### src/tepac_pkg.sv
// ----------------------------------------------------------------------------
// tepac_pkg
// Shared types and constants for the touch event pairing and affine
// calibration block.
// ----------------------------------------------------------------------------
package tepac_pkg;

	localparam int FRAC_BITS   = 16;
	localparam int SAMPLE_BITS = 16;
	localparam int FIELD_W     = 16;
	localparam int COEF_W      = 32;
	localparam int POS_W       = 16;
	localparam int REG_IDX_W   = 3;
	// coefficient times zero-extended sample, exact
	localparam int PROD_W      = COEF_W + SAMPLE_BITS + 1;
	// two products plus offset, exact
	localparam int ACC_W       = PROD_W + 2;

	localparam logic [FIELD_W-1:0] EV_ABS = FIELD_W'(3);
	localparam logic [FIELD_W-1:0] AXIS_X = FIELD_W'(0);
	localparam logic [FIELD_W-1:0] AXIS_Y = FIELD_W'(1);

	localparam logic OP_EVENT = 1'b0;
	localparam logic OP_IDLE  = 1'b1;

	typedef enum logic [REG_IDX_W-1:0] {
		REG_GAIN_XX  = 3'd0,
		REG_GAIN_XY  = 3'd1,
		REG_OFFSET_X = 3'd2,
		REG_GAIN_YX  = 3'd3,
		REG_GAIN_YY  = 3'd4,
		REG_OFFSET_Y = 3'd5
	} reg_idx_t;

	typedef struct packed {
		logic               op;
		logic [FIELD_W-1:0] ev_type;
		logic [FIELD_W-1:0] ev_code;
		logic [FIELD_W-1:0] ev_value;
	} in_beat_t;

	typedef struct packed {
		logic                    touched;
		logic signed [POS_W-1:0] pos_x;
		logic signed [POS_W-1:0] pos_y;
	} out_beat_t;

	typedef struct packed {
		logic signed [COEF_W-1:0] gain_xx;
		logic signed [COEF_W-1:0] gain_xy;
		logic signed [COEF_W-1:0] offset_x;
		logic signed [COEF_W-1:0] gain_yx;
		logic signed [COEF_W-1:0] gain_yy;
		logic signed [COEF_W-1:0] offset_y;
	} coef_set_t;

	// paired raw samples, or an idle marker
	typedef struct packed {
		logic                   touched;
		logic [SAMPLE_BITS-1:0] rx;
		logic [SAMPLE_BITS-1:0] ry;
	} pair_beat_t;

	typedef struct packed {
		logic                     touched;
		logic signed [PROD_W-1:0] px_a;
		logic signed [PROD_W-1:0] px_b;
		logic signed [PROD_W-1:0] py_a;
		logic signed [PROD_W-1:0] py_b;
	} prod_beat_t;

endpackage

### src/tepac_sum.sv
// ----------------------------------------------------------------------------
// tepac_sum
// Result stage: sums products and offset, truncates toward zero, saturates,
// keeps the last point and holds the output beat.
// ----------------------------------------------------------------------------
module tepac_sum
	import tepac_pkg::*;
(
	input  logic       clk,
	input  logic       arst_n,
	input  coef_set_t  coef,
	input  logic       prod_valid,
	input  prod_beat_t prod_beat,
	output logic       up_ready,
	output logic       out_valid,
	input  logic       out_stall,
	output out_beat_t  out_beat
);

	localparam logic signed [ACC_W-1:0] POS_HI = ACC_W'((1 << (POS_W - 1)) - 1);
	localparam logic signed [ACC_W-1:0] POS_LO = -ACC_W'(1 << (POS_W - 1));
	localparam logic signed [ACC_W-1:0] FRAC_MASK = ACC_W'((1 << FRAC_BITS) - 1);

	function automatic logic signed [POS_W-1:0] to_pos(
		input logic signed [PROD_W-1:0] pa,
		input logic signed [PROD_W-1:0] pb,
		input logic signed [COEF_W-1:0] off
	);
		logic signed [ACC_W-1:0] acc;
		logic signed [ACC_W-1:0] q;
		acc = ACC_W'(pa) + ACC_W'(pb) + ACC_W'(off);
		// bias negative values so the shift rounds toward zero
		q   = (acc[ACC_W-1] ? acc + FRAC_MASK : acc) >>> FRAC_BITS;
		if (q > POS_HI) begin
			q = POS_HI;
		end else if (q < POS_LO) begin
			q = POS_LO;
		end
		return q[POS_W-1:0];
	endfunction

	logic                    valid_q;
	out_beat_t               beat_q;
	logic signed [POS_W-1:0] last_x_q;
	logic signed [POS_W-1:0] last_y_q;
	logic                    ready;
	logic                    load;
	logic signed [POS_W-1:0] new_x;
	logic signed [POS_W-1:0] new_y;

	assign ready    = !valid_q || !out_stall;
	assign up_ready = ready;
	assign load     = ready && prod_valid;

	assign new_x = to_pos(prod_beat.px_a, prod_beat.px_b, coef.offset_x);
	assign new_y = to_pos(prod_beat.py_a, prod_beat.py_b, coef.offset_y);

	always_ff @(posedge clk or negedge arst_n) begin
		if (!arst_n) begin
			valid_q  <= 1'b0;
			last_x_q <= '0;
			last_y_q <= '0;
		end else begin
			if (ready) begin
				valid_q <= prod_valid;
			end
			if (load && prod_beat.touched) begin
				last_x_q <= new_x;
				last_y_q <= new_y;
			end
		end
	end

	always_ff @(posedge clk) begin
		if (load) begin
			beat_q.touched <= prod_beat.touched;
			beat_q.pos_x   <= prod_beat.touched ? new_x : last_x_q;
			beat_q.pos_y   <= prod_beat.touched ? new_y : last_y_q;
		end
	end

	assign out_valid = valid_q;
	assign out_beat  = beat_q;

endmodule

### config.mk
export PLATFORM = sky130hd
export DESIGN_NAME = tepac_sum
export DESIGN_NICKNAME = d
export VERILOG_FILES = /design/src/tepac_pkg.sv /design/src/tepac_sum.sv
export SDC_FILE = /design/constraint.sdc
export NUM_CORES = 1
export LEC_CHECK = 0
export BUFFER_PORTS_ARGS = -buffer_cell sky130_fd_sc_hd__buf_4
export CAP_MARGIN = 10
export CORE_AREA = 2 2 169 171
export DETAILED_ROUTE_END_ITERATION = 8
export DIE_AREA = 0 0 171 173
export MAX_ROUTING_LAYER = met4
export PLACE_DENSITY = 0.78
export SLEW_MARGIN = 20
export SYNTH_ARGS = -nofsm -noshare
export SYNTH_HDL_FRONTEND = slang
export SYNTH_SLANG_ARGS = --single-unit
### constraint.sdc
create_clock -name clk -period 6.8 [get_ports clk]
set_input_delay 0.68 -clock clk [delete_from_list [all_inputs] [get_ports clk]]
set_output_delay 0.68 -clock clk [all_outputs]
set_load 0.005 [all_outputs]
==> summary.md <==
| Metric | Value |
|---|---|
| Worst-path maximum fanout | `10` |
| Vias in the first global route | `14.5k` |
| Initial antenna violation count | `1` |
| Initial Utilization | `51.2%` |
| Routed len/inst | `18.3 um` |
| # rows | `61` |
| Largest net degree at the start of global routing | `67` |
| Post-synth cell types | `104` |
| Min Tclk post-route | `6.16 ns` |
| GRT Total Usage | `30.2%` |
| Sw Share | `49.6%` |
| DR pass1 iterations | `6` |
| Die area | `0.0296 mm^2` |
| GPL Wtd Cong | `0.986` |
| Clk pwr share | `10.6%` |
| Setup TNS | `0 ns` |
| Final nets | `2659` |
| Critical path type | `input port to flop` |
| R2R depth | `6` |
| Cell area after synthesis | `0.0141 mm^2` |
| Hold Fails Final Rpt | `0` |
| Sequential-to-total area share from yosys stat | `12.9%` |
| Total number of vias | `15.1k` |
| Post-Syn Instances | `1803` |
| CTS Buf Count | `9` |
| FFs w/ async S/R, synth | `50.0%` |
| Combinational Power Share | `73.7%` |
| CP Cell Sequence | `buf_4, fa_1, ha_1, a21oi_1, o21ai_1, a21oi_1, o211ai_1, xnor2_1, a211oi_1, nand3_1, nor4_1, xnor2_1, a2111oi_0, buf_4, nand4_1, buf_4, a21oi_2, buf_4, a221o_1` |
| Die W | `171 um` |
| P_sw | `2.07 mW` |
| Critical path capture point type | `flop` |
| Iteration-0 DRC Markers | `1195` |
| Share of cells above drive strength 1 | `20.4%` |
| Hold-fix buffers, CTS | `0` |
| Reg2reg setup slack | `3.86 ns` |
| R2R Path End | `last_x_q[12]` |
| Worst clock skew | `0.00644 ns` |
| FILL cells | `2535` |
| Synth warnings | `0` |
| WL final | `44900 um` |
| Htree depth | `3` |
| Most frequent cells in the layout | `buf_4, nand2_1, nor2_1` |
| Resize count post-CTS | `0` |
| Die Ht | `173 um` |
| Seq cells post-synth | `66` |
| # setup viols final | `0` |
| Worst path most repeated cell | `buf_4` |
| CTS Root Cell | `clkbuf_16` |
| Max IR drop VDD | `111 uV` |
| Synthesized Nets | `2394` |
| Status | `completed` |
| Layout area overhead | `20.6%` |
| Utilization after layout | `61.7%` |
| Max-slew violations | `0` |
| Fin crit share | `90.6%` |
| EDFF count, synth | `33` |
| Syn_area_per_cell | `7.84 um^2` |
| Crit path DAT | `6.42 ns` |
| ANT nets after route | `0` |
| Power Dens Cells | `245 mW/mm^2` |
| Clock tree from TritonCTS | `done` |
| Hold Path Class | `input port to asynchronous set/reset pin` |
| First-pass GRT wire length | `71200 um` |
| CTS max path bufs | `2` |
| Fmax | `162 MHz` |
| CTS sink count | `66` |
| Startpoint Class | `input port` |
| Slew HR | `39.7%` |
| Slowest stage cell on the critical path | `a2111oi_0` |
| Io pins | `428` |
| Critical path required time | `7.07 ns` |
| Slew @ Worst Pin | `0.892 ns` |
| Sequential power share | `15.6%` |
| RSZ-0062 raised after global routing | `false` |
| Port-buffer cells | `299` |
| Commonest non-fill, non-tap cell in the layout | `buf_4` |
| Setup Fix Bufs, Post-CTS | `0` |
| Clock transition at path regs | `0.05 ns` |
| Grt ovf | `0` |
| CP max stage delay | `0.61 ns` |
| Core Region | `0.0276 mm^2` |
| Cell internal pwr | `2.10 mW` |
| Most used flip-flop cell after synthesis | `edfxtp_1` |
| Clock Latency Late Sink | `0.33 ns` |
| Drt via density | `6.17` |
| Leakage | `7.16 nW` |
| Remaining DRCs | `0` |
| Post-DP HPWL | `38100 um` |
| RR Startpoint | `out_valid` |
| Maxcap violations | `0` |
state kept, by name (all words and copies together), names as in the netlist:
register / cells
out_beat: 33
last_x_q: 16
last_y_q: 16
out_valid: 1
how the worst max path moves through the flow:
stage | from | to | slack [ns]
2_1_floorplan | coef[1] | out_beat[0] | 1.05
3_3_place_gp | coef[114] | out_beat[30] | 0.38
3_5_place_dp | coef[108] | out_beat[30] | 0.40
4_1_cts | coef[114] | out_beat[30] | 0.73
5_1_grt | coef[110] | last_x_q[11] | 0.32
6_report | coef[110] | last_x_q[4] | 0.64
cells in the mapped netlist (8+ instances only):
master / count / area [um^2]
nand2_1: 175 / 657
nor2_1: 158 / 593
a21oi_1: 145 / 726
inv_1: 119 / 447
fa_1: 100 / 2000
ha_1: 98 / 1230
o21ai_0: 89 / 445
nand4_1: 60 / 375
nor3_1: 53 / 265
a31oi_1: 47 / 294
xnor2_1: 47 / 412
nand3_1: 43 / 215
clkbuf_1: 40 / 150
buf_2: 35 / 175
dfrtp_1: 33 / 826
edfxtp_1: 33 / 991
xor2_1: 32 / 280
a21o_1: 27 / 203
nor4_1: 25 / 156
nor2b_1: 24 / 150
o211ai_1: 23 / 173
a211oi_1: 19 / 143
and3_1: 19 / 119
a311o_1: 17 / 170
or3_1: 17 / 106
o21a_1: 15 / 113
a21boi_0: 14 / 105
a221o_1: 13 / 130
and2_1: 13 / 81.3
o21ai_1: 13 / 65.1
and4_1: 12 / 105
or2_2: 11 / 68.8
nand2_2: 10 / 62.6
o2111ai_1: 10 / 87.6
o21bai_1: 10 / 75.1
nand2b_1: 9 / 56.3
nand4b_1: 9 / 78.8
or4_1: 9 / 67.6
a2111oi_0: 8 / 70.1
a221oi_1: 8 / 70.1
o211a_1: 8 / 80.1
worst max-delay path, delay by kind of cell:
kind | cells | cell delay (ns)
compound gates | 8 | 2.60
xor+xnor | 2 | 0.41
fa+ha+maj | 2 | 0.94
buf+inv | 4 | 0.74
simple gates | 3 | 1.04
routing by layer:
metal	global-route usage (%)	part of all wire, %
met1	37.8	41
met2	51.8	49
met5	-	0
met4	9.75	3.0
met3	2.22	6.2
area by class of cell:
type	count	area (um^2)	share of cell area [%]
Timing Repair Buffer	335	2530	14.8
Clock buffer	13	240	1.41
Clock inverter	3	42.5	0.250
Tap cell	378	473	2.77
Inverter	119	447	2.62
Antenna cell	1	2.50	0.0147
Multi-Input combinational cell	1537	11500	67.5
Sequential cell	66	1820	10.7
power groups by stage:
stage	Sequential (mW)	Clock [mW]	Combinational (mW)
2_1_floorplan	0.634	0	2.15
3_3_place_gp	0.652	0	2.97
3_5_place_dp	0.658	0	3.02
4_1_cts	0.653	0.447	3.04
5_1_grt	0.665	0.464	3.38
6_report	0.652	0.443	3.08
logic make-up after synthesis:
group                    after synthesis  share of synthesized area [%]
AND/OR/NAND/NOR                      693                           25.5
AO/OA/AOI/OAI                        553                           27.1
buffers and inverters                200                           5.79
adder cells (fa/ha/maj)              198                           22.8
XOR/XNOR                              79                           4.90
flip-flops                            66                           12.9
multiplexers                          14                           1.05
per-stage QoR:
| stage | hold WS (ns) | cells | cell area [um^2] | power, mW | worst slack, ns |
|---|---|---|---|---|---|
| CTS | 0.303 | 2451 | 17000 | 4.14 | 0.734 |
| detailed placement | 0.475 | 2435 | 16800 | 3.67 | 0.402 |
| floorplan | 0.384 | 1803 | 14100 | 2.79 | 1.05 |
| finish | 0.287 | 2452 | 17100 | 4.17 | 0.642 |
| global route | 0.322 | 2452 | 17100 | 4.51 | 0.325 |
| global placement | 0.456 | 2435 | 16800 | 3.62 | 0.384 |
No activity file was read; power rests on OpenSTA's default activity.
