## config.mk

```make
export PLATFORM = sky130hd
export DESIGN_NAME = tepac_cfg
export DESIGN_NICKNAME = d
export VERILOG_FILES = /design/src/tepac_pkg.sv /design/src/tepac_cfg.sv
export SDC_FILE = /design/constraint.sdc
export NUM_CORES = 1
export LEC_CHECK = 0
export BUFFER_PORTS_ARGS = -buffer_cell sky130_fd_sc_hd__buf_2
export CORE_ASPECT_RATIO = 0.8
export CORE_MARGIN = 2
export CORE_UTILIZATION = 55
export CTS_CLUSTER_DIAMETER = 30
export DETAILED_ROUTE_END_ITERATION = 6
export GPL_TIMING_DRIVEN = 0
export PLACE_DENSITY = 0.95
export SETUP_SLACK_MARGIN = 0.4
export SLEW_MARGIN = 20
export SYNTH_ARGS = -nofsm -noshare
export SYNTH_HDL_FRONTEND = slang
export SYNTH_SLANG_ARGS = --single-unit
```

## constraint.sdc

```tcl
create_clock -name clk -period 1.5 [get_ports clk]
set_input_delay 0.15 -clock clk [delete_from_list [all_inputs] [get_ports clk]]
set_output_delay 0.15 -clock clk [all_outputs]
set_load 0.005 [all_outputs]
```

## src/tepac_pkg.sv

```systemverilog
// ----------------------------------------------------------------------------
// tepac_pkg
// Shared types and constants for the touch event pairing and affine
// calibration block.
// ----------------------------------------------------------------------------
package tepac_pkg;

	localparam int FRAC_BITS   = 16;
	localparam int SAMPLE_BITS = 16;
	localparam int FIELD_W     = 16;
	localparam int COEF_W      = 32;
	localparam int POS_W       = 16;
	localparam int REG_IDX_W   = 3;
	// coefficient times zero-extended sample, exact
	localparam int PROD_W      = COEF_W + SAMPLE_BITS + 1;
	// two products plus offset, exact
	localparam int ACC_W       = PROD_W + 2;

	localparam logic [FIELD_W-1:0] EV_ABS = FIELD_W'(3);
	localparam logic [FIELD_W-1:0] AXIS_X = FIELD_W'(0);
	localparam logic [FIELD_W-1:0] AXIS_Y = FIELD_W'(1);

	localparam logic OP_EVENT = 1'b0;
	localparam logic OP_IDLE  = 1'b1;

	typedef enum logic [REG_IDX_W-1:0] {
		REG_GAIN_XX  = 3'd0,
		REG_GAIN_XY  = 3'd1,
		REG_OFFSET_X = 3'd2,
		REG_GAIN_YX  = 3'd3,
		REG_GAIN_YY  = 3'd4,
		REG_OFFSET_Y = 3'd5
	} reg_idx_t;

	typedef struct packed {
		logic               op;
		logic [FIELD_W-1:0] ev_type;
		logic [FIELD_W-1:0] ev_code;
		logic [FIELD_W-1:0] ev_value;
	} in_beat_t;

	typedef struct packed {
		logic                    touched;
		logic signed [POS_W-1:0] pos_x;
		logic signed [POS_W-1:0] pos_y;
	} out_beat_t;

	typedef struct packed {
		logic signed [COEF_W-1:0] gain_xx;
		logic signed [COEF_W-1:0] gain_xy;
		logic signed [COEF_W-1:0] offset_x;
		logic signed [COEF_W-1:0] gain_yx;
		logic signed [COEF_W-1:0] gain_yy;
		logic signed [COEF_W-1:0] offset_y;
	} coef_set_t;

	// paired raw samples, or an idle marker
	typedef struct packed {
		logic                   touched;
		logic [SAMPLE_BITS-1:0] rx;
		logic [SAMPLE_BITS-1:0] ry;
	} pair_beat_t;

	typedef struct packed {
		logic                     touched;
		logic signed [PROD_W-1:0] px_a;
		logic signed [PROD_W-1:0] px_b;
		logic signed [PROD_W-1:0] py_a;
		logic signed [PROD_W-1:0] py_b;
	} prod_beat_t;

endpackage

```

## src/tepac_cfg.sv

```systemverilog
// ----------------------------------------------------------------------------
// tepac_cfg
// Calibration coefficient registers with a plain write port.
// ----------------------------------------------------------------------------
module tepac_cfg
	import tepac_pkg::*;
(
	input  logic                 clk,
	input  logic                 arst_n,
	input  logic                 cfg_we,
	input  logic [REG_IDX_W-1:0] cfg_idx,
	input  logic [COEF_W-1:0]    cfg_wdata,
	output coef_set_t            coef
);

	coef_set_t coef_q;

	always_ff @(posedge clk or negedge arst_n) begin
		if (!arst_n) begin
			coef_q.gain_xx  <= COEF_W'(1 << FRAC_BITS);
			coef_q.gain_xy  <= '0;
			coef_q.offset_x <= '0;
			coef_q.gain_yx  <= '0;
			coef_q.gain_yy  <= COEF_W'(1 << FRAC_BITS);
			coef_q.offset_y <= '0;
		end else if (cfg_we) begin
			case (reg_idx_t'(cfg_idx))
				REG_GAIN_XX:  coef_q.gain_xx  <= cfg_wdata;
				REG_GAIN_XY:  coef_q.gain_xy  <= cfg_wdata;
				REG_OFFSET_X: coef_q.offset_x <= cfg_wdata;
				REG_GAIN_YX:  coef_q.gain_yx  <= cfg_wdata;
				REG_GAIN_YY:  coef_q.gain_yy  <= cfg_wdata;
				REG_OFFSET_Y: coef_q.offset_y <= cfg_wdata;
				default: begin
				end
			endcase
		end
	end

	assign coef = coef_q;

endmodule

```

==> results of run 1 <==
==> repair_timing <==
item,in CTS,in global routing
gates resized for setup,0,4
setup buffers,62,62
hold endpoints to repair,82,82
pin swaps,1,0
setup endpoints to repair,157,205
==> per-layer routing <==
metal  global-route usage (%)  vias up
li1                         -     2196
met1                     35.5     2679
met2                     49.0      215
met3                     7.30       40
met4                     10.6        2
met5                        0        -
==> logic make-up after synthesis <==
| logic type | Yosys count | share of synthesized area [%] |
|---|---|---|
| AND/OR/NAND/NOR | 6 | 0.968 |
| buffers and inverters | 22 | 2.90 |
| flip-flops | 192 | 65.3 |
| multiplexers | 192 | 30.9 |
==> power groups by stage <==
stage | logic, mW | registers [mW] | clock network [mW]
after floorplan | 1.48 | 7.08 | 0
after global placement | 3.15 | 6.96 | 0
after detailed placement | 3.30 | 7.05 | 0
after CTS | 3.88 | 6.95 | 4.40
after global routing | 4.79 | 7.13 | 4.64
final | 4.50 | 7.03 | 4.40
==> per-stage QoR <==
stage	hold WS [ns]	setup slack, ns	cells	cell area [sq um]	power [mW]
6_report	-0.287	0.292	972	10600	15.9
3_5_place_dp	0.178	-0.170	816	9100	10.3
2_1_floorplan	-0.146	0.201	412	7700	8.56
3_3_place_gp	0.446	-2.37	815	9060	10.1
5_1_grt	-0.252	0.260	972	10600	16.6
4_1_cts	-0.276	0.276	909	10100	15.2
==> layout by cell type, fill, tap and decap left out, drive strengths merged <==
| cell | count |
|---|---|
| buf | 375 |
| bufinv | 1 |
| clkbuf | 23 |
| clkinv | 3 |
| clkinvlp | 2 |
| dfrtp | 190 |
| dfstp | 2 |
| diode | 1 |
| inv | 2 |
| mux2 | 192 |
| nand4b | 2 |
| nor4b | 1 |
| nor4bb | 3 |
==> how the worst min path moves through the flow <==
stage / end / slack [ns] / from
6_report: coef[100] / -0.29 / arst_n
5_1_grt: coef[132] / -0.25 / arst_n
4_1_cts: coef[132] / -0.28 / arst_n
3_5_place_dp: coef[132] / 0.18 / arst_n
3_3_place_gp: coef[122] / 0.45 / cfg_wdata[26]
2_1_floorplan: coef[0] / -0.15 / arst_n
==> layout make-up <==
type	instances	area share, %
clock buffer	23	4.60
timing repair buffer	353	20.0
tap	175	2.06
buffer	22	2.30
clock inverter	8	0.731
antenna	1	0.0236
sequential	192	45.3
multi-input combinational	198	25.0
==> impl_metrics.py, run 1 <==
metrics = {
    "synth": {
        "ys_ff_latch": 192,
        "synth.net_count": 450,
        "synth.most_common_cell": "dfrtp_1",
        "yosys.area.top_type": "dfrtp_1",
        "ys.warnings.count": 0,
        "synth_cell_types": 11,
        "synth_cells": 412,
        "ys_top_cells_by_area": "dfrtp_1, mux2_2, mux2_1",
        "async_reset_ff_share_pct": 100,
        "synth_edf_count": 0,
        "synth-seq-area-share_pct": 65.3,
        "syn_avg_cell_area_sq_um": 17.9,
        "synthTopCellsByCount": "dfrtp_1, mux2_2, mux2_1",
        "synth.top_cell.area_share_pct": 64.5,
        "syn_area_sq_um": 7370,
        "ys.flop_type": "dfrtp_1",
    },
    "setup_path": {
        "path_buf_inv": 1,
        "timing.critical_path.from_type": "flop",
        "path_cells": "buf_2",
        "timing.rr.end": "coef[120]",
        "r2r_start": "coef[120]",
        "r2r_cells": 3,
        "crit_fanout": 2,
        "crit_type": "reg2out",
        "setup.worst_path.end": "coef[48]",
        "cpMaxStageDelayCell": "dfstp_2",
        "crit_family": "flip-flops",
        "cpPeakStageDelay_ns": 0.53,
        "cp-startpoint": "coef[48]",
        "cp-end-kind": "primary output",
        "arrival_ns": 1.06,
        "path_depth": 1,
        "r2r_slack_ns": 0.44,
        "required_ns": 1.35,
    },
    "cells_and_area": {
        "multi_input_area_sq_um": 2650,
        "ff_latch_area_sq_um": 4810,
        "layout-drive-gt1-share_pct": 75.3,
        "fillers": 654,
        "fin_util_pct": 81.9,
        "syn_to_final_growth_pct": 44.0,
        "largest_reg_flops": 192,
        "nets": 822,
    },
    "grt": {
        "grt_pass1_vias": 5320,
        "grt_max_degree": 110,
        "track_usage_pct": 28.6,
        "grt_overflow_total": 0,
        "antenna_found_initial": 2,
        "grt_pass1_wl_um": 30500,
    },
    "clock_network": {
        "cts_num_sinks": 192,
        "cts_buffers": 17,
        "clkTransAtPathRegs_ns": 0.07,
        "ctsLongestPathBuffers": 2,
        "cts_tree": "done",
        "cts_root_buf": "clkbuf_16",
        "htreeDepth": 4,
        "clkLatencyLatePin_ns": 0.42,
    },
    "sta": {
        "timing.setup.tns_ns": 0,
        "min_period_ns": 1.21,
        "hold_viol": 82,
        "slew_headroom_pct": 58.3,
        "fin_skew_ns": 0,
        "min_period_over_period_pct": 80.6,
        "setup_viol": 0,
        "slew_violations": 0,
        "rsz0062_at_grt": "true",
        "holdWs_ns": -0.287,
        "worstMarginPinSlew_ns": 0.626,
        "fmax_ghz": 0.828,
    },
    "pwr": {
        "p_seq_share_pct": 44.1,
        "cellLeakagePower_nw": 5.41,
        "p_sw_mw": 4.27,
        "p_int_mw": 11.7,
        "ir_drop_v": 0.00102,
        "powerDensity_nw_per_um2": 1500,
        "power_frac_clock_pct": 27.6,
        "p_comb_share_pct": 28.3,
        "sw_frac_of_total_pct": 26.8,
    },
    "job": {
        "cap_viol_max_count": 0,
    },
    "floorplanning": {
        "die_w_um": 133,
        "core-area_sq_um": 13000,
        "start_util_pct": 56.8,
        "boundaryPins": 230,
        "die_height_um": 108,
        "rows": 37,
        "die-area_sq_um": 14300,
    },
    "route": {
        "top_layer": "met5",
        "drt-met1-wl_um": 8590,
        "wl_met2_um": 11100,
        "vias": 5132,
        "wl_um": 21600,
        "detail_route.iter0.violations": 254,
        "drt_first_pass_iters": 4,
        "drc_errors": 0,
        "routed-wl-met3_um": 1350,
        "vias_per_cell": 5.28,
        "wl_per_cell_um": 22.3,
        "ant_nets": 0,
    },
    "status": {
        "violations": "negative hold slack",
        "status": "finished, violations left",
    },
    "placed_design": {
        "hpwl_um": 12600,
        "gp_congestion": 0.843,
        "io_buffers": 228,
    },
    "hold_path": {
        "hold_class": "in2async",
    },
}
No activity file was read; power rests on OpenSTA's default activity.
==> run 2, diff against run 1 <==
CORE_UTILIZATION = 46   (was 55)
PLACE_DENSITY = 0.86   (was 0.95)
clock period = 1.05 ns   (was 1.5 ns; I/O delays follow)
==> impl_metrics.py, run 2 (synthesis results as in run 1) <==
metrics = {
    "status": {
        "status": "finished, violations left",
        "violations": "negative hold slack, negative setup slack",
    },
    "placed_design": {
        "dp_cells": 856,
        "post-place-ws_ns": -0.534,
        "io_buffers": 228,
        "gp_congestion": 0.846,
        "hpwl_um": 12700,
    },
    "sta": {
        "hold_viol": 99,
        "slew_headroom_pct": 65.3,
        "min_period_ns": 1.23,
        "fmax_ghz": 0.815,
        "final.setup.worst_slack_ns": -0.177,
        "slew_violations": 0,
        "fin_skew_ns": 0,
        "rsz0062_at_grt": "true",
        "setup_viol": 128,
        "timing.setup.tns_ns": -2.69,
        "holdWs_ns": -0.404,
        "worstMarginPinSlew_ns": 0.521,
        "min_period_over_period_pct": 117,
    },
    "pwr": {
        "sw_frac_of_total_pct": 27.7,
        "p_seq_share_pct": 40.3,
        "p_sw_mw": 7.02,
        "cellLeakagePower_nw": 6.75,
        "ir_drop_v": 0.00140,
        "power_frac_clock_pct": 24.8,
        "powerDensity_nw_per_um2": 1950,
        "p_int_mw": 18.3,
        "fin_total_pwr_mw": 25.4,
        "p_comb_share_pct": 34.9,
    },
    "route": {
        "wl_per_cell_um": 24.5,
        "wl_um": 27900,
        "ant_nets": 0,
        "drt_first_pass_iters": 4,
        "vias_per_cell": 5.10,
        "vias": 5803,
        "detail_route.iter0.violations": 327,
        "drc_errors": 0,
    },
    "job": {
        "cap_viol_max_count": 0,
    },
    "clock_network": {
        "clkLatencyLatePin_ns": 0.42,
        "cts_num_sinks": 192,
        "cts_buffers": 17,
        "clkTransAtPathRegs_ns": 0.07,
        "cts_tree": "done",
        "ctsLongestPathBuffers": 2,
        "htreeDepth": 4,
        "cts_root_buf": "clkbuf_16",
    },
    "cells_and_area": {
        "layout_common_cells": "buf_2, dfrtp_1, mux2_4",
        "layout_commonest_cell": "buf_2",
        "n_antenna_cell": 0,
        "layout-drive-gt1-share_pct": 78.9,
        "final_cells": 1137,
        "fin_util_pct": 83.0,
        "syn_to_final_growth_pct": 76.9,
        "largest_reg_flops": 192,
        "nets": 947,
    },
    "setup_path": {
        "crit_fanout": 2,
        "path_cells": "buf_2",
        "timing.critical_path.from_type": "flop",
        "cp-end-kind": "primary output",
        "crit_type": "reg2out",
        "cpPeakStageDelay_ns": 0.57,
        "crit_family": "flip-flops",
        "cpMaxStageDelayCell": "dfstp_2",
        "required_ns": 0.94,
        "arrival_ns": 1.12,
        "path_buf_inv": 1,
    },
    "grt": {
        "grt_max_degree": 100,
        "track_usage_pct": 28.0,
        "grt_pass1_wl_um": 35300,
        "grt_pass1_vias": 5821,
        "antenna_found_initial": 0,
        "grt_overflow_total": 0,
    },
    "floorplanning": {
        "die-area_sq_um": 17100,
        "start_util_pct": 46.9,
        "rows": 41,
        "die_height_um": 117,
        "core-area_sq_um": 15700,
        "die_w_um": 145,
        "boundaryPins": 230,
    },
    "hold_path": {
        "hold_class": "in2async",
    },
}
==> run 2: cell types whose count changed in the layout (fill, tap and decap cells not counted), moves of 2 or more <==
cell       before  now
buf_6           7  117
mux2_2         81   10
mux2_4        111  182
buf_12          0   36
buf_4         133  106
buf_16          1   15
buf_8           9    0
clkbuf_16      17   20
clkbuf_8        4    1
nor4bb_1        3    0
nor4bb_4        0    3
buf_2         225  223
==> run 2: worst paths after layout <==
kind	slack, ns	cells past startpoint	endpoint	startpoint
worst max-delay path	-0.18	1	coef[176]	coef[176]
worst min-delay path	-0.40	1	coef[98]	arst_n
worst max register to register	-0.06	3	coef[133]	coef[133]
worst min register to register	0.51	1	coef[24]	coef[24]
max in group asynchronous	0.61	2	coef[50]	arst_n
min in group clk	-0.01	2	coef[190]	cfg_wdata[30]
==> run 2: stage by stage <==
step	hold WS (ns)	cell area, sq um
6_report	-0.404	13000
4_1_cts	-0.290	11900
3_3_place_gp	0.402	9260
2_1_floorplan	-0.191	7850
3_5_place_dp	0.161	9290
5_1_grt	-0.376	13000
==> run 2: final cells by class <==
type,instances,area [sq um]
well taps,215,269
clock buffers,21,450
plain buffers,22,407
fillers,754,2670
multi-input cells,198,2960
clock inverters,11,104
repair buffers,478,4030
flip-flops and latches,192,4810
==> run 2: repair_timing <==
action | in CTS | in global routing
resized for setup | 126 | 91
gates cloned | 14 | 3
buffers inserted | 142 | 90
hold endpoints to repair | 171 | 122
endpoints found under the setup margin | 384 | 483
pin swaps | 4 | 4
==> run 2: power groups by stage <==
stage                     clock network [mW]  logic, mW  registers (mW)
after floorplan                            0       2.28            10.1
after global placement                     0       4.71            9.97
after detailed placement                   0       4.88            10.1
after CTS                               6.23       6.88            9.93
after global routing                    6.62       9.29            10.3
final                                   6.28       8.86            10.2
==> run 2: metal layers <==
| layer | routed length [um] | GRT usage (%) | up-vias |
|---|---|---|---|
| met5 | 0 | 0 | - |
| met4 | 1250 | 10.7 | 0 |
| met3 | 1630 | 6.86 | 78 |
| met2 | 14300 | 48.2 | 299 |
| met1 | 10700 | 34.8 | 2975 |
| li1 | - | - | 2451 |
==> run 3, diff against run 2 <==
CELL_PAD_IN_SITES_DETAIL_PLACEMENT = 2   (was not set)
CELL_PAD_IN_SITES_GLOBAL_PLACEMENT = 2   (was not set)
CORE_UTILIZATION = 32   (was 46)
HOLD_SLACK_MARGIN = 0.15   (was not set)
RECOVER_POWER = 25   (was not set)
==> impl_metrics.py, run 3 (synthesis results as in run 1) <==
metrics = {
    "setup_path": {
        "path_cells": "buf_6",
        "arrival_ns": 1.12,
        "crit_type": "reg2out",
        "crit_fanout": 2,
        "crit_family": "flip-flops",
        "timing.critical_path.from_type": "flop",
        "cp-end-kind": "primary output",
        "path_buf_inv": 1,
        "cpMaxStageDelayCell": "dfrtp_1",
        "cpPeakStageDelay_ns": 0.53,
        "required_ns": 0.94,
    },
    "sta": {
        "setup_viol": 225,
        "final.setup.worst_slack_ns": -0.175,
        "holdWs_ns": -0.415,
        "worstMarginPinSlew_ns": 0.869,
        "fmax_ghz": 0.816,
        "rsz0062_at_grt": "true",
        "slew_headroom_pct": 42.1,
        "slew_violations": 0,
        "timing.setup.tns_ns": -9.95,
        "min_period_over_period_pct": 117,
        "hold_viol": 107,
        "min_period_ns": 1.23,
        "fin_skew_ns": 0,
    },
    "route": {
        "drt_first_pass_iters": 4,
        "wl_per_cell_um": 31.3,
        "wl_um": 38400,
        "detail_route.iter0.violations": 304,
        "ant_nets": 0,
        "drc_errors": 0,
        "vias_per_cell": 4.82,
        "vias": 5927,
    },
    "pwr": {
        "powerDensity_nw_per_um2": 2030,
        "p_seq_share_pct": 38.8,
        "ir_drop_v": 0.00117,
        "p_comb_share_pct": 36.4,
        "cellLeakagePower_nw": 6.79,
        "sw_frac_of_total_pct": 31.5,
        "p_int_mw": 18.5,
        "p_sw_mw": 8.52,
        "power_frac_clock_pct": 24.8,
    },
    "floorplanning": {
        "core-area_sq_um": 22600,
        "die_w_um": 174,
        "rows": 49,
        "boundaryPins": 230,
        "start_util_pct": 32.7,
        "die-area_sq_um": 24300,
        "die_height_um": 140,
    },
    "cells_and_area": {
        "final_cell_area_sq_um": 13300,
        "nets": 947,
        "fin_util_pct": 58.9,
        "largest_reg_flops": 192,
        "syn_to_final_growth_pct": 80.5,
        "layout-drive-gt1-share_pct": 79.1,
        "layout_common_cells": "buf_2, dfrtp_1, mux2_4",
        "layout_commonest_cell": "buf_2",
    },
    "clock_network": {
        "ctsLongestPathBuffers": 2,
        "htreeDepth": 4,
        "clkTransAtPathRegs_ns": 0.09,
        "cts_num_sinks": 192,
        "cts_tree": "done",
        "cts_root_buf": "clkbuf_16",
        "cts_buffers": 17,
        "clkLatencyLatePin_ns": 0.43,
    },
    "placed_design": {
        "io_buffers": 228,
        "hpwl_um": 16200,
        "post-place-ws_ns": -0.475,
        "gp_congestion": 0.734,
        "place_area_sq_um": 9410,
    },
    "grt": {
        "antenna_found_initial": 1,
        "grt_pass1_wl_um": 45900,
        "grt_max_degree": 103,
        "track_usage_pct": 26.0,
        "grt_overflow_total": 0,
        "grt_pass1_vias": 6353,
    },
    "job": {
        "cap_viol_max_count": 0,
    },
    "status": {
        "status": "finished, violations left",
        "violations": "negative hold slack, negative setup slack",
    },
    "hold_path": {
        "hold_class": "in2async",
    },
}
run 3: changes by cell type in the layout (fill, tap and decap cells not counted), sizes merged:
cell	change
clkinv	+3
inv	+2
bufinv	-1
clkbuf	-4
buf	+1
diode	+1
clkinvlp	-1
run 3: what timing repair did:
action	4_1_cts	5_1_grt
gates cloned	13	1
pin swaps	4	1
setup buffers	137	98
endpoints found under the hold margin	322	282
setup endpoints to repair	452	384
resized for setup	129	134
run 3: area by class of cell:
type	count	area, sq um
flip-flops and latches	192	4810
clock buffers	18	429
well taps	306	383
plain buffers	22	383
fillers	2005	9270
repair buffers	478	4160
multi-input cells	198	2980
clock inverters	14	146
diodes	1	2.50
run 3: worst paths after layout:
check	from	endpoint	slack (ns)	cells past startpoint
max reg2reg	coef[159]	coef[159]	-0.05	3
min reg2reg	coef[187]	coef[187]	0.51	1
min in group clk	cfg_wdata[18]	coef[178]	-0.01	2
min	arst_n	coef[165]	-0.42	1
max in group asynchronous	arst_n	coef[154]	0.15	2
max	coef[64]	coef[64]	-0.18	1
run 3: routing by layer:
metal | track usage (%) | up-vias | share of wire (%)
met1 | 31.1 | 3158 | 40
li1 | - | 2459 | -
met3 | 6.20 | 64 | 5.7
met2 | 46.4 | 246 | 51
met4 | 7.96 | 0 | 2.9
met5 | 0 | - | 0
run 3: stage by stage:
| step | power (mW) | cells |
|---|---|---|
| 3_3_place_gp | 14.8 | 946 |
| 3_5_place_dp | 15.3 | 947 |
| 2_1_floorplan | 12.4 | 412 |
| 5_1_grt | 27.9 | 1228 |
| 6_report | 27.0 | 1229 |
| 4_1_cts | 23.6 | 1129 |
run 3: power by group through the flow:
stage          sequential [mW]  clock (mW)  combinational [mW]
6_report                  10.5        6.70                9.83
5_1_grt                   10.6        7.08                10.2
4_1_cts                   10.0        6.53                7.07
3_5_place_dp              10.2           0                5.07
3_3_place_gp              10.0           0                4.78
2_1_floorplan             10.1           0                2.28
