[src/tepac_pkg.sv]
// ----------------------------------------------------------------------------
// tepac_pkg
// Shared types and constants for the touch event pairing and affine
// calibration block.
// ----------------------------------------------------------------------------
package tepac_pkg;

	localparam int FRAC_BITS   = 16;
	localparam int SAMPLE_BITS = 16;
	localparam int FIELD_W     = 16;
	localparam int COEF_W      = 32;
	localparam int POS_W       = 16;
	localparam int REG_IDX_W   = 3;
	// coefficient times zero-extended sample, exact
	localparam int PROD_W      = COEF_W + SAMPLE_BITS + 1;
	// two products plus offset, exact
	localparam int ACC_W       = PROD_W + 2;

	localparam logic [FIELD_W-1:0] EV_ABS = FIELD_W'(3);
	localparam logic [FIELD_W-1:0] AXIS_X = FIELD_W'(0);
	localparam logic [FIELD_W-1:0] AXIS_Y = FIELD_W'(1);

	localparam logic OP_EVENT = 1'b0;
	localparam logic OP_IDLE  = 1'b1;

	typedef enum logic [REG_IDX_W-1:0] {
		REG_GAIN_XX  = 3'd0,
		REG_GAIN_XY  = 3'd1,
		REG_OFFSET_X = 3'd2,
		REG_GAIN_YX  = 3'd3,
		REG_GAIN_YY  = 3'd4,
		REG_OFFSET_Y = 3'd5
	} reg_idx_t;

	typedef struct packed {
		logic               op;
		logic [FIELD_W-1:0] ev_type;
		logic [FIELD_W-1:0] ev_code;
		logic [FIELD_W-1:0] ev_value;
	} in_beat_t;

	typedef struct packed {
		logic                    touched;
		logic signed [POS_W-1:0] pos_x;
		logic signed [POS_W-1:0] pos_y;
	} out_beat_t;

	typedef struct packed {
		logic signed [COEF_W-1:0] gain_xx;
		logic signed [COEF_W-1:0] gain_xy;
		logic signed [COEF_W-1:0] offset_x;
		logic signed [COEF_W-1:0] gain_yx;
		logic signed [COEF_W-1:0] gain_yy;
		logic signed [COEF_W-1:0] offset_y;
	} coef_set_t;

	// paired raw samples, or an idle marker
	typedef struct packed {
		logic                   touched;
		logic [SAMPLE_BITS-1:0] rx;
		logic [SAMPLE_BITS-1:0] ry;
	} pair_beat_t;

	typedef struct packed {
		logic                     touched;
		logic signed [PROD_W-1:0] px_a;
		logic signed [PROD_W-1:0] px_b;
		logic signed [PROD_W-1:0] py_a;
		logic signed [PROD_W-1:0] py_b;
	} prod_beat_t;

endpackage

[src/tepac_pair.sv]
// ----------------------------------------------------------------------------
// tepac_pair
// Input stage: collects the first X and Y axis samples into a pair and
// registers a beat for every pair completed and every idle tick.
// ----------------------------------------------------------------------------
module tepac_pair
	import tepac_pkg::*;
(
	input  logic       clk,
	input  logic       arst_n,
	input  logic       in_valid,
	output logic       in_stall,
	input  in_beat_t   in_beat,
	input  logic       dn_ready,
	output logic       pair_valid,
	output pair_beat_t pair_beat
);

	logic [SAMPLE_BITS-1:0] raw_x_q;
	logic [SAMPLE_BITS-1:0] raw_y_q;
	logic                   have_x_q;
	logic                   have_y_q;
	logic                   valid_s1;
	pair_beat_t             beat_s1;

	logic                   ready;
	logic                   accept;
	logic                   is_idle;
	logic                   take_x;
	logic                   take_y;
	logic                   hx;
	logic                   hy;
	logic                   pair_done;
	logic                   emit;
	logic [SAMPLE_BITS-1:0] sample;

	assign ready    = !valid_s1 || dn_ready;
	assign in_stall = !ready;
	assign accept   = in_valid && ready;

	assign sample  = in_beat.ev_value[SAMPLE_BITS-1:0];
	assign is_idle = (in_beat.op == OP_IDLE);
	assign take_x  = !is_idle && (in_beat.ev_type == EV_ABS) &&
		(in_beat.ev_code == AXIS_X) && !have_x_q;
	assign take_y  = !is_idle && (in_beat.ev_type == EV_ABS) &&
		(in_beat.ev_code == AXIS_Y) && !have_y_q;
	assign hx        = have_x_q || take_x;
	assign hy        = have_y_q || take_y;
	assign pair_done = !is_idle && hx && hy;
	assign emit      = is_idle || pair_done;

	always_ff @(posedge clk or negedge arst_n) begin
		if (!arst_n) begin
			have_x_q <= 1'b0;
			have_y_q <= 1'b0;
			valid_s1 <= 1'b0;
		end else begin
			if (accept && !is_idle) begin
				have_x_q <= hx && !pair_done;
				have_y_q <= hy && !pair_done;
			end
			if (ready) begin
				valid_s1 <= accept && emit;
			end
		end
	end

	always_ff @(posedge clk) begin
		if (accept && take_x) begin
			raw_x_q <= sample;
		end
		if (accept && take_y) begin
			raw_y_q <= sample;
		end
		if (accept && emit) begin
			beat_s1.touched <= !is_idle;
			beat_s1.rx      <= take_x ? sample : raw_x_q;
			beat_s1.ry      <= take_y ? sample : raw_y_q;
		end
	end

	assign pair_valid = valid_s1;
	assign pair_beat  = beat_s1;

endmodule

[config.mk]
export PLATFORM = sky130hd
export DESIGN_NAME = tepac_pair
export DESIGN_NICKNAME = d
export VERILOG_FILES = /design/src/tepac_pkg.sv /design/src/tepac_pair.sv
export SDC_FILE = /design/constraint.sdc
export NUM_CORES = 1
export LEC_CHECK = 0
export BUFFER_PORTS_ARGS = -buffer_cell sky130_fd_sc_hd__buf_2
export CORE_MARGIN = 2
export CORE_UTILIZATION = 50
export DETAILED_ROUTE_END_ITERATION = 12
export PLACE_DENSITY_LB_ADDON = 0.15
export SYNTH_ARGS = -nofsm -noshare
export SYNTH_HDL_FRONTEND = slang
export SYNTH_SLANG_ARGS = --single-unit
[constraint.sdc]
create_clock -name clk -period 3.8 [get_ports clk]
set_clock_uncertainty 0.05 [all_clocks]
set_input_delay 0.76 -clock clk [delete_from_list [all_inputs] [get_ports clk]]
set_output_delay 0.76 -clock clk [all_outputs]
set_load 0.005 [all_outputs]
==> metrics.yaml, run 1 <==
place_worst_setup_slack_ns: 0.575
area_growth_syn_to_layout_pct: 26.6
reg2reg_slack_ns: 1.58
drc: 0
die-area_mm2: 0.00616
netSwitchingFraction_pct: 19.5
period_minus_slack_ns: 2.83
root_buffer: "clkbuf_8"
tns_ns: 0
grt_pass1_vias: 1663
rsz0062_at_grt: "no"
wl_per_cell_um: 14.9
syn-num-nets: 197
gp_congestion: 0.809
r2r_end: "pair_beat[6]"
total_leakage_power_nw: 1.33
clkTransAtPathRegs_ns: 0.06
final-setup-viol-count: 0
gr-total-overflow: 0
fmax_mhz: 353
antenna_cells: 0
p_per_area_mw_per_mm2: 409
die_x_um: 78.5
grt_max_degree: 17
final_nets: 299
power.share.clock_pct: 37.0
intPower_w: 0.00116
finalCritPeriodShare_pct: 74.6
synth_commonest_cells: "edfxtp_1 (65), mux2_2 (13), mux2_1 (10), mux2_4 (10), nor4_2 (5)"
peakVddDrop_mv: 0.190
required_ns: 3.78
portBuffers: 87
viasPerCell: 5.09
synth-main-ff-cell: "edfxtp_1"
outcome: "completed"
cts_sinks: 68
htree_num_levels: 3
fp.dieH_um: 78.5
syn_inst: 144
fillers: 413
numCtsBuffers: 9
core-area_mm2: 0.00544
yosys.area.top_type: "edfxtp_1"
ctsHoldBuffers: 0
tritoncts: "yes"
hold_path.class: "in2async"
maxCapViolCount: 0
antenna_found_initial: 0
initial_core_util_pct: 51.0
crit_type: "in2reg"
clock_latency_ns: 0.33
seqPwrFrac_pct: 58.0
avgSynthCellArea_um2: 19.3
r2r_cells: 4
hold_viol_final: 0
synth_edf_count: 65
place.detailed.hpwl_mm: 3.27
netSwitchingPower_w: 0.000280
setup_ws_ns: 0.966
ys_seq_elements: 68
num_vias: 1640
slew_violations: 0
async_reset_ff_share_pct: 4.41
fin_util_pct: 64.6
cp.arrival_ns: 2.82
ant_nets: 0
syn_area_mm2: 0.00277
combPwrFrac_pct: 5.0
cts_max_path_buffers: 2
grt_usage_pct: 17.1
start_kind: "input pin"
drt-pass1-iter-count: 4
synth_top_area_share_pct: 70.4
ys_seq_area_share_pct: 73.1
cp_max_fo: 14
end_kind: "flop"
synth_warnings: 0
post-cts-setup-buffers: 0
ys_types: 27
drt-total-wl_mm: 4.79
slew_headroom_pct: 66.8
grt_pass1_wl_mm: 7.68
regToRegStartpoint: "have_x_q"
synthTopCellsByArea: "edfxtp_1 (70%), mux2_4 (5.4%), mux2_2 (5.3%)"
worst_pin_slew_ns: 0.497
drive_above_1_share_pct: 55.6
row_count: 27
ios: 88
synth.most_common_cell: "edfxtp_1"
post_cts_resized: 0
drtIter0Drc: 89
## critical path, cell delays in order
cell	delay, ns
buf_2	0.10
nor4_1	0.35
nand4_1	0.23
or4b_1	0.62
a21oi_4	0.47
buf_4	0.29
## worst max path at each step
stage,startpoint,to,slack [ns]
after floorplan,in_beat[37],raw_x_q[0],0.42
final,in_beat[37],pair_beat[6],0.97
after global routing,in_beat[37],pair_beat[6],0.78
after CTS,in_beat[37],pair_beat[22],0.93
after detailed placement,in_beat[37],pair_beat[13],0.58
after global placement,in_beat[37],pair_beat[13],0.62
## cells in the final DEF, fill, tap and decap left out, types with 4 or more instances in the layout
| master | count |
|---|---|
| mux2_2 | 13 |
| nand2_1 | 4 |
| nor4_2 | 5 |
| edfxtp_1 | 65 |
| buf_2 | 87 |
| mux2_4 | 10 |
| buf_4 | 6 |
| clkbuf_8 | 9 |
| mux2_1 | 10 |
## power by group through the flow
stage	combinational [W]	clock, W	sequential [W]
after global placement	0.0000718	0	0.000850
after floorplan	0.0000162	0	0.000852
final	0.0000726	0.000532	0.000833
after CTS	0.0000738	0.000543	0.000834
after global routing	0.0000807	0.000576	0.000834
after detailed placement	0.0000735	0	0.000850
## logic make-up after synthesis
kind of cell,share of synthesized area [%]
buffers and inverters,1.35
flip-flops,73.1
AND/OR/NAND/NOR,8.93
multiplexers,14.7
AO/OA/AOI/OAI,1.89
## metrics by stage
stage / std cells / power (W) / hold WS, ns / cell area, µm²
2_1_floorplan: 144 / 0.000868 / 0.414 / 2780
3_5_place_dp: 307 / 0.000923 / 0.462 / 3340
5_1_grt: 322 / 0.00149 / 0.142 / 3510
3_3_place_gp: 307 / 0.000921 / 0.457 / 3340
4_1_cts: 322 / 0.00145 / 0.147 / 3510
6_report: 322 / 0.00144 / 0.157 / 3510
## cell type report
class	instances	area [µm²]	share of cell area, %
tap	72	90.1	2.57
inverter	3	11.3	0.321
clock buffer	11	131	3.74
timing repair buffer	93	480	13.7
multi-input combinational	71	731	20.8
clock inverter	4	41.3	1.18
sequential	68	2030	57.7
## sequential cells by signal, indices dropped and copies added (netlist names)
register / flops
raw_x_q: 16
pair_valid: 1
pair_beat: 33
have_y_q: 1
have_x_q: 1
raw_y_q: 16
## routing by layer
metal / vias to the layer above / part of all wire (%) / track usage, %
li1: 789 / - / -
met1: 791 / 41 / 20.3
met2: 54 / 52 / 28.1
met3: 6 / 5.3 / 6.21
met4: 0 / 1.9 / 7.37
met5: - / 0 / 0
Power figures use the tool's default switching activity.
==> run 2: changes to the inputs <==
--- a/config.mk
+++ b/config.mk
@@ -7,7 +7,7 @@
 export LEC_CHECK = 0
 export BUFFER_PORTS_ARGS = -buffer_cell sky130_fd_sc_hd__buf_2
 export CORE_MARGIN = 2
-export CORE_UTILIZATION = 50
+export CORE_UTILIZATION = 45
 export DETAILED_ROUTE_END_ITERATION = 12
 export PLACE_DENSITY_LB_ADDON = 0.15
 export SYNTH_ARGS = -nofsm -noshare
==> constraint.sdc (replaced) <==
create_clock -name clk -period 2.6 [get_ports clk]
set_clock_uncertainty 0.05 [all_clocks]
set_input_delay 0.52 -clock clk [delete_from_list [all_inputs] [get_ports clk]]
set_output_delay 0.52 -clock clk [all_outputs]
set_load 0.005 [all_outputs]
==> metrics.yaml, run 2 (same netlist as run 1, synthesis figures left out) <==
outcome: "completed"
r2r_end: "pair_beat[16]"
regArea_mm2: 0.00203  # unchanged
multi_input_area_um2: 781  # +6.8%
drtIter0Drc: 133  # +49%
slew_headroom_pct: 76.0  # +9.2 points
core-area_mm2: 0.00596  # +9.5%
largest_reg_flops: 33  # unchanged
crit_type: "in2reg"
fillers: 476  # +15%
hold_viol_final: 0  # unchanged
fp.dieH_um: 82.5  # +5.1%
reg2reg_slack_ns: 0.72  # -0.86 ns
numCtsBuffers: 9  # unchanged
cts_max_path_buffers: 2  # unchanged
antenna_found_initial: 0  # unchanged
layout_commonest_cell: "buf_2"
row_count: 28  # +3.7%
clkTransAtPathRegs_ns: 0.07  # about the same
p_per_area_mw_per_mm2: 614  # +50%
required_ns: 2.59  # -1.19 ns
startpoint: "in_beat[40]"
initial_core_util_pct: 46.6  # -4.4 points
critPathBufInv: 2  # unchanged
antenna_cells: 0  # unchanged
ios: 88  # unchanged
grt_max_degree: 26  # +9
area_growth_syn_to_layout_pct: 32.5
end_kind: "flop"
gp_congestion: 0.817  # +0.99%
slew_violations: 0  # unchanged
total_leakage_power_nw: 1.39  # +4.7%
fin_util_pct: 61.7  # -2.9 points
root_buffer: "clkbuf_8"
grt_pass1_wl_mm: 7.36  # -4.1%
crit_family: "simple AND/OR/NAND/NOR gates"
period_minus_slack_ns: 2.12
fmax_mhz: 471
drive_above_1_share_pct: 58.6  # +3.0 points
cp_slowest_cell: "or4b_4"
finalCritPeriodShare_pct: 81.6
r2r_cells: 4  # unchanged
path_cells: "buf_2 -> nor4_2 -> nand4_1 -> or4b_4 -> a21oi_4 -> buf_12"
holdWs_ns: 0.350  # +0.193 ns
crit_end: "pair_beat[28]"
grt_pass1_vias: 1531  # -7.9%
cts_sinks: 68  # unchanged
cp.arrival_ns: 2.11  # -0.71 ns
grt_usage_pct: 15.1  # -2.0 points
setup_ws_ns: 0.478  # -0.488 ns
post_cts_resized: 0  # unchanged
peakVddDrop_mv: 0.416  # +120%
die-area_mm2: 0.00681  # +11%
final_nets: 304  # +1.7%
maxCapViolCount: 0  # unchanged
final-setup-viol-count: 0  # unchanged
portBuffers: 87  # unchanged
tns_ns: 0  # unchanged
hold_path.class: "in2reg"
viasPerCell: 4.98  # -2.2%
gr-total-overflow: 0  # unchanged
drt-pass1-iter-count: 4  # unchanged
drt-total-wl_mm: 4.71  # -1.7%
cp_max_fo: 25  # +11
start_kind: "input pin"
layout_common_cells: "buf_2 (87), edfxtp_1 (65), mux2_2 (13)"
worst_pin_slew_ns: 0.361  # -0.137 ns
die_x_um: 82.5  # +5.1%
ant_nets: 0  # unchanged
tritoncts: "yes"
place.detailed.hpwl_mm: 3.31  # +1.2%
clock_latency_ns: 0.33  # about the same
num_vias: 1649  # +0.55%
crit_cells: 6  # unchanged
regToRegStartpoint: "have_x_q"
place_worst_setup_slack_ns: 0.114  # -0.462 ns
htree_num_levels: 3  # unchanged
drc: 0  # unchanged
wl_per_cell_um: 14.2  # -4.4%
slowest_delay_ns: 0.59  # -0.03 ns
rsz0062_at_grt: "no"
run 2: cell types whose count changed in the layout (fill, tap and decap cells not counted), moves of 2 or more:
cell      before  now
buf_4          6    8
clkinv_4       0    2
buf_12         0    2
clkinv_1       3    1
nor4_4         2    5
nor4_2         5    3
run 2: through the flow:
| step | power (W) | std cells | instance area [µm²] |
|---|---|---|---|
| after global placement | 0.00136 | 314 | 3450 |
| after global routing | 0.00234 | 331 | 3670 |
| after detailed placement | 0.00136 | 314 | 3450 |
| after floorplan | 0.00127 | 144 | 2850 |
| after CTS | 0.00228 | 331 | 3670 |
| final | 0.00226 | 331 | 3670 |
run 2: power by group:
part | internal, W | total (W) | switching [W] | leakage (nW)
Clock | 0.000540 | 0.000923 | 0.000383 | 0.104
Sequential | 0.00121 | 0.00122 | 0.00000401 | 0.635
Combinational | 0.0000547 | 0.000116 | 0.0000609 | 0.653
Total | 0.00181 | 0.00226 | 0.000448 | 1.39
run 2: area by class of cell:
type / count / area share (%)
clock buffers: 10 / 3.47
clock inverters: 6 / 2.42
inverters: 3 / 0.306
multi-input cells: 71 / 21.2
flip-flops and latches: 68 / 55.2
well taps: 75 / 2.55
repair buffers: 98 / 14.8
run 2: how the worst min path moves through the flow:
stage	slack [ns]	to	start	cells past startpoint
after floorplan	0.17	have_x_q	arst_n	0
after global placement	0.27	pair_valid	arst_n	1
after detailed placement	0.27	pair_valid	arst_n	1
after CTS	0.32	raw_y_q[2]	in_beat[2]	1
after global routing	0.34	raw_y_q[5]	in_beat[5]	1
final	0.35	raw_y_q[2]	in_beat[2]	1
run 2: layer usage:
metal	wire, µm	share of wire [%]	global-route usage (%)
met2	2280	48	23.5
met3	354	7.5	5.65
met1	2020	43	19.0
met5	0	0	0
met4	51	1.1	6.39
run 2: repair_timing:
action                                 CTS  global route
endpoints found under the hold margin    3             0
buffers inserted                         0             0
hold buffers                             1             0
setup endpoints to repair                0             0
==> run 3: changes to the inputs <==
--- a/config.mk
+++ b/config.mk
@@ -5,9 +5,10 @@
 export SDC_FILE = /design/constraint.sdc
 export NUM_CORES = 1
 export LEC_CHECK = 0
+export ABC_AREA = 1
 export BUFFER_PORTS_ARGS = -buffer_cell sky130_fd_sc_hd__buf_2
 export CORE_MARGIN = 2
-export CORE_UTILIZATION = 45
+export CORE_UTILIZATION = 46
 export DETAILED_ROUTE_END_ITERATION = 12
 export PLACE_DENSITY_LB_ADDON = 0.15
 export SYNTH_ARGS = -nofsm -noshare
==> constraint.sdc (replaced) <==
create_clock -name clk -period 1.9 [get_ports clk]
set_clock_uncertainty 0.05 [all_clocks]
set_input_delay 0.38 -clock clk [delete_from_list [all_inputs] [get_ports clk]]
set_output_delay 0.38 -clock clk [all_outputs]
set_load 0.005 [all_outputs]
==> metrics.yaml, run 3 <==
outcome: "completed"
netSwitchingPower_w: 0.000635  # +42%
viasPerCell: 4.62  # -7.3%
synth-main-ff-cell: "edfxtp_1"
gp_congestion: 0.742  # -9.2%
row_count: 28  # unchanged
synth_edf_count: 65  # unchanged
cts_max_path_buffers: 2  # unchanged
finalPower_w: 0.00303  # +34%
synth_warnings: 0  # unchanged
avgSynthCellArea_um2: 12.0  # -38%
die-area_mm2: 0.00686  # +0.70%
hold_path.class: "in2reg"
final_nets: 399  # +31%
end_kind: "flop"
die_x_um: 82.8  # +0.35%
synth.most_common_cell: "edfxtp_1"
fmax_mhz: 631
grt_max_degree: 33  # +27%
cts_sinks: 68  # unchanged
cp_max_fo: 20  # -20%
final-setup-viol-count: 0  # unchanged
p_per_area_mw_per_mm2: 818  # +33%
grt_pass1_vias: 1955  # +28%
syn_inst: 238  # +65%
gr-total-overflow: 0  # unchanged
fin_util_pct: 62.3  # +0.57 points
netSwitchingFraction_pct: 20.9  # +1.1 points
numCtsBuffers: 9  # unchanged
portBuffers: 87  # unchanged
hold_viol_final: 0  # unchanged
slew_violations: 0  # unchanged
ys_seq_area_share_pct: 71.0  # -2.1 points
area_growth_syn_to_layout_pct: 29.8
total_leakage_power_nw: 1.62  # +17%
syn_area_mm2: 0.00286  # +3.0%
tritoncts: "yes"
tns_ns: 0  # unchanged
rsz0062_at_grt: "no"
initial_core_util_pct: 48.0  # +1.4 points
core-area_mm2: 0.00596  # unchanged
num_vias: 1968  # +19%
drt-pass1-iter-count: 4  # unchanged
intPower_w: 0.00240  # +33%
cp.arrival_ns: 1.61  # -0.50 ns
htree_num_levels: 3  # unchanged
slew_headroom_pct: 84.7  # +8.7 points
antenna_found_initial: 0  # unchanged
drtIter0Drc: 100  # -25%
largest_reg_flops: 33  # unchanged
fp.dieH_um: 82.8  # +0.35%
ys_types: 18  # -33%
root_buffer: "clkbuf_8"
layout_commonest_cell: "buf_2"
worst_pin_slew_ns: 0.230  # -0.131 ns
required_ns: 1.92  # -0.67 ns
combPwrFrac_pct: 8.6  # +3.5 points
seqPwrFrac_pct: 56.3  # +2.3 points
fillers: 508  # +6.7%
drc: 0  # unchanged
yosys.area.top_type: "edfxtp_1"
ios: 88  # unchanged
finalCritPeriodShare_pct: 83.4
power.share.clock_pct: 35.2  # -5.7 points
synth_commonest_cells: "edfxtp_1 (65), nand2_1 (55), inv_1 (32)"
maxCapViolCount: 0  # unchanged
drt-total-wl_mm: 5.03  # +7.0%
start_kind: "input pin"
clock_latency_ns: 0.33  # about the same
synth_top_area_share_pct: 68.3  # -2.0 points
period_minus_slack_ns: 1.58
syn-num-nets: 291  # +48%
layout_common_cells: "buf_2 (87), edfxtp_1 (65), nand2_1 (53)"
synthTopCellsByArea: "edfxtp_1 (68%), nand2_1 (7.2%), o21ai_2 (4.6%)"
async_reset_ff_share_pct: 4.41  # unchanged
place.detailed.hpwl_mm: 3.80  # +15%
crit_type: "in2reg"
grt_pass1_wl_mm: 8.78  # +19%
antenna_cells: 0  # unchanged
ys_seq_elements: 68  # unchanged
grt_usage_pct: 16.2  # +1.1 points
post-cts-setup-buffers: 0  # unchanged
peakVddDrop_mv: 0.493  # +18%
ant_nets: 0  # unchanged
drive_above_1_share_pct: 40.2  # -18 points
clkTransAtPathRegs_ns: 0.07  # about the same
wl_per_cell_um: 11.8  # -17%
[run 3: changes by cell type after synthesis, moves of 13 or more]
cell     before  now
nand2_1       4   55
o21ai_1       0   17
inv_1         3   32
o21ai_2       0   15
mux2_2       13    0
nor2_1        1   29
[run 3: worst paths after layout]
check / from / to / slack, ns / cells after the start
max in group asynchronous: arst_n / pair_valid / 1.36 / 2
min in group asynchronous: arst_n / have_x_q / 0.33 / 2
hold reg to reg: raw_y_q[13] / pair_beat[13] / 0.47 / 2
hold / removal: in_beat[9] / raw_y_q[9] / 0.21 / 1
setup reg to reg: pair_valid / raw_x_q[13] / 0.51 / 7
setup / recovery: in_beat[47] / pair_beat[19] / 0.32 / 9
[run 3: layer usage]
layer / track usage, % / share of wire, % / vias up
li1: - / - / 1011
met1: 17.9 / 40 / 893
met2: 28.7 / 52 / 57
met3: 4.87 / 6.1 / 7
met4: 7.15 / 1.6 / 0
met5: 0 / 0 / -
[run 3: timing repair]
action,in CTS,in global routing
endpoints found under the hold margin,3,0
hold buffers,1,0
gates resized for setup,0,0
[run 3: power by group through the flow]
stage,Sequential (W),Clock (W),Combinational [W]
after floorplan,0.00174,0,0.000100
after global placement,0.00174,0,0.000257
after detailed placement,0.00174,0,0.000263
after CTS,0.00171,0.00111,0.000265
after global routing,0.00171,0.00117,0.000295
final,0.00171,0.00107,0.000259
[run 3: area by class of cell]
class                      instances  area, µm²  area share (%)
inverter                          32        124            3.34
multi-input combinational        132        672            18.1
clock inverter                     1       7.51           0.202
timing repair buffer             103        608            16.4
clock buffer                      15        176            4.76
tap                               75       93.8            2.53
sequential                        68       2030            54.7
[run 3: through the flow]
step           instance area, µm²  instances  hold slack (ns)  worst slack (ns)
3_5_place_dp                 3510        409            0.134           -0.0404
4_1_cts                      3710        426            0.185             0.315
6_report                     3710        426            0.205             0.315
2_1_floorplan                2890        238           0.0344           -0.0349
3_3_place_gp                 3510        409            0.132           -0.0351
5_1_grt                      3710        426            0.189            0.0898
[run 3: cells by family after synthesis]
group                  Yosys count  share of synthesized area [%]
and+or+nand+nor                 97                           14.2
DFF                             68                           71.0
buffers and inverters           38                           6.57
AOI/OAI and AO/OA               35                           8.23
[run 3: worst max-delay path, stage by stage]
cell and delay (ns):
buf_2 0.12, nor2_4 0.10, and3_1 0.17, nand2_2 0.07, nor3_4 0.23, nand3_2 0.15, buf_4 0.24, nand2_1 0.10
o21ai_2 0.05
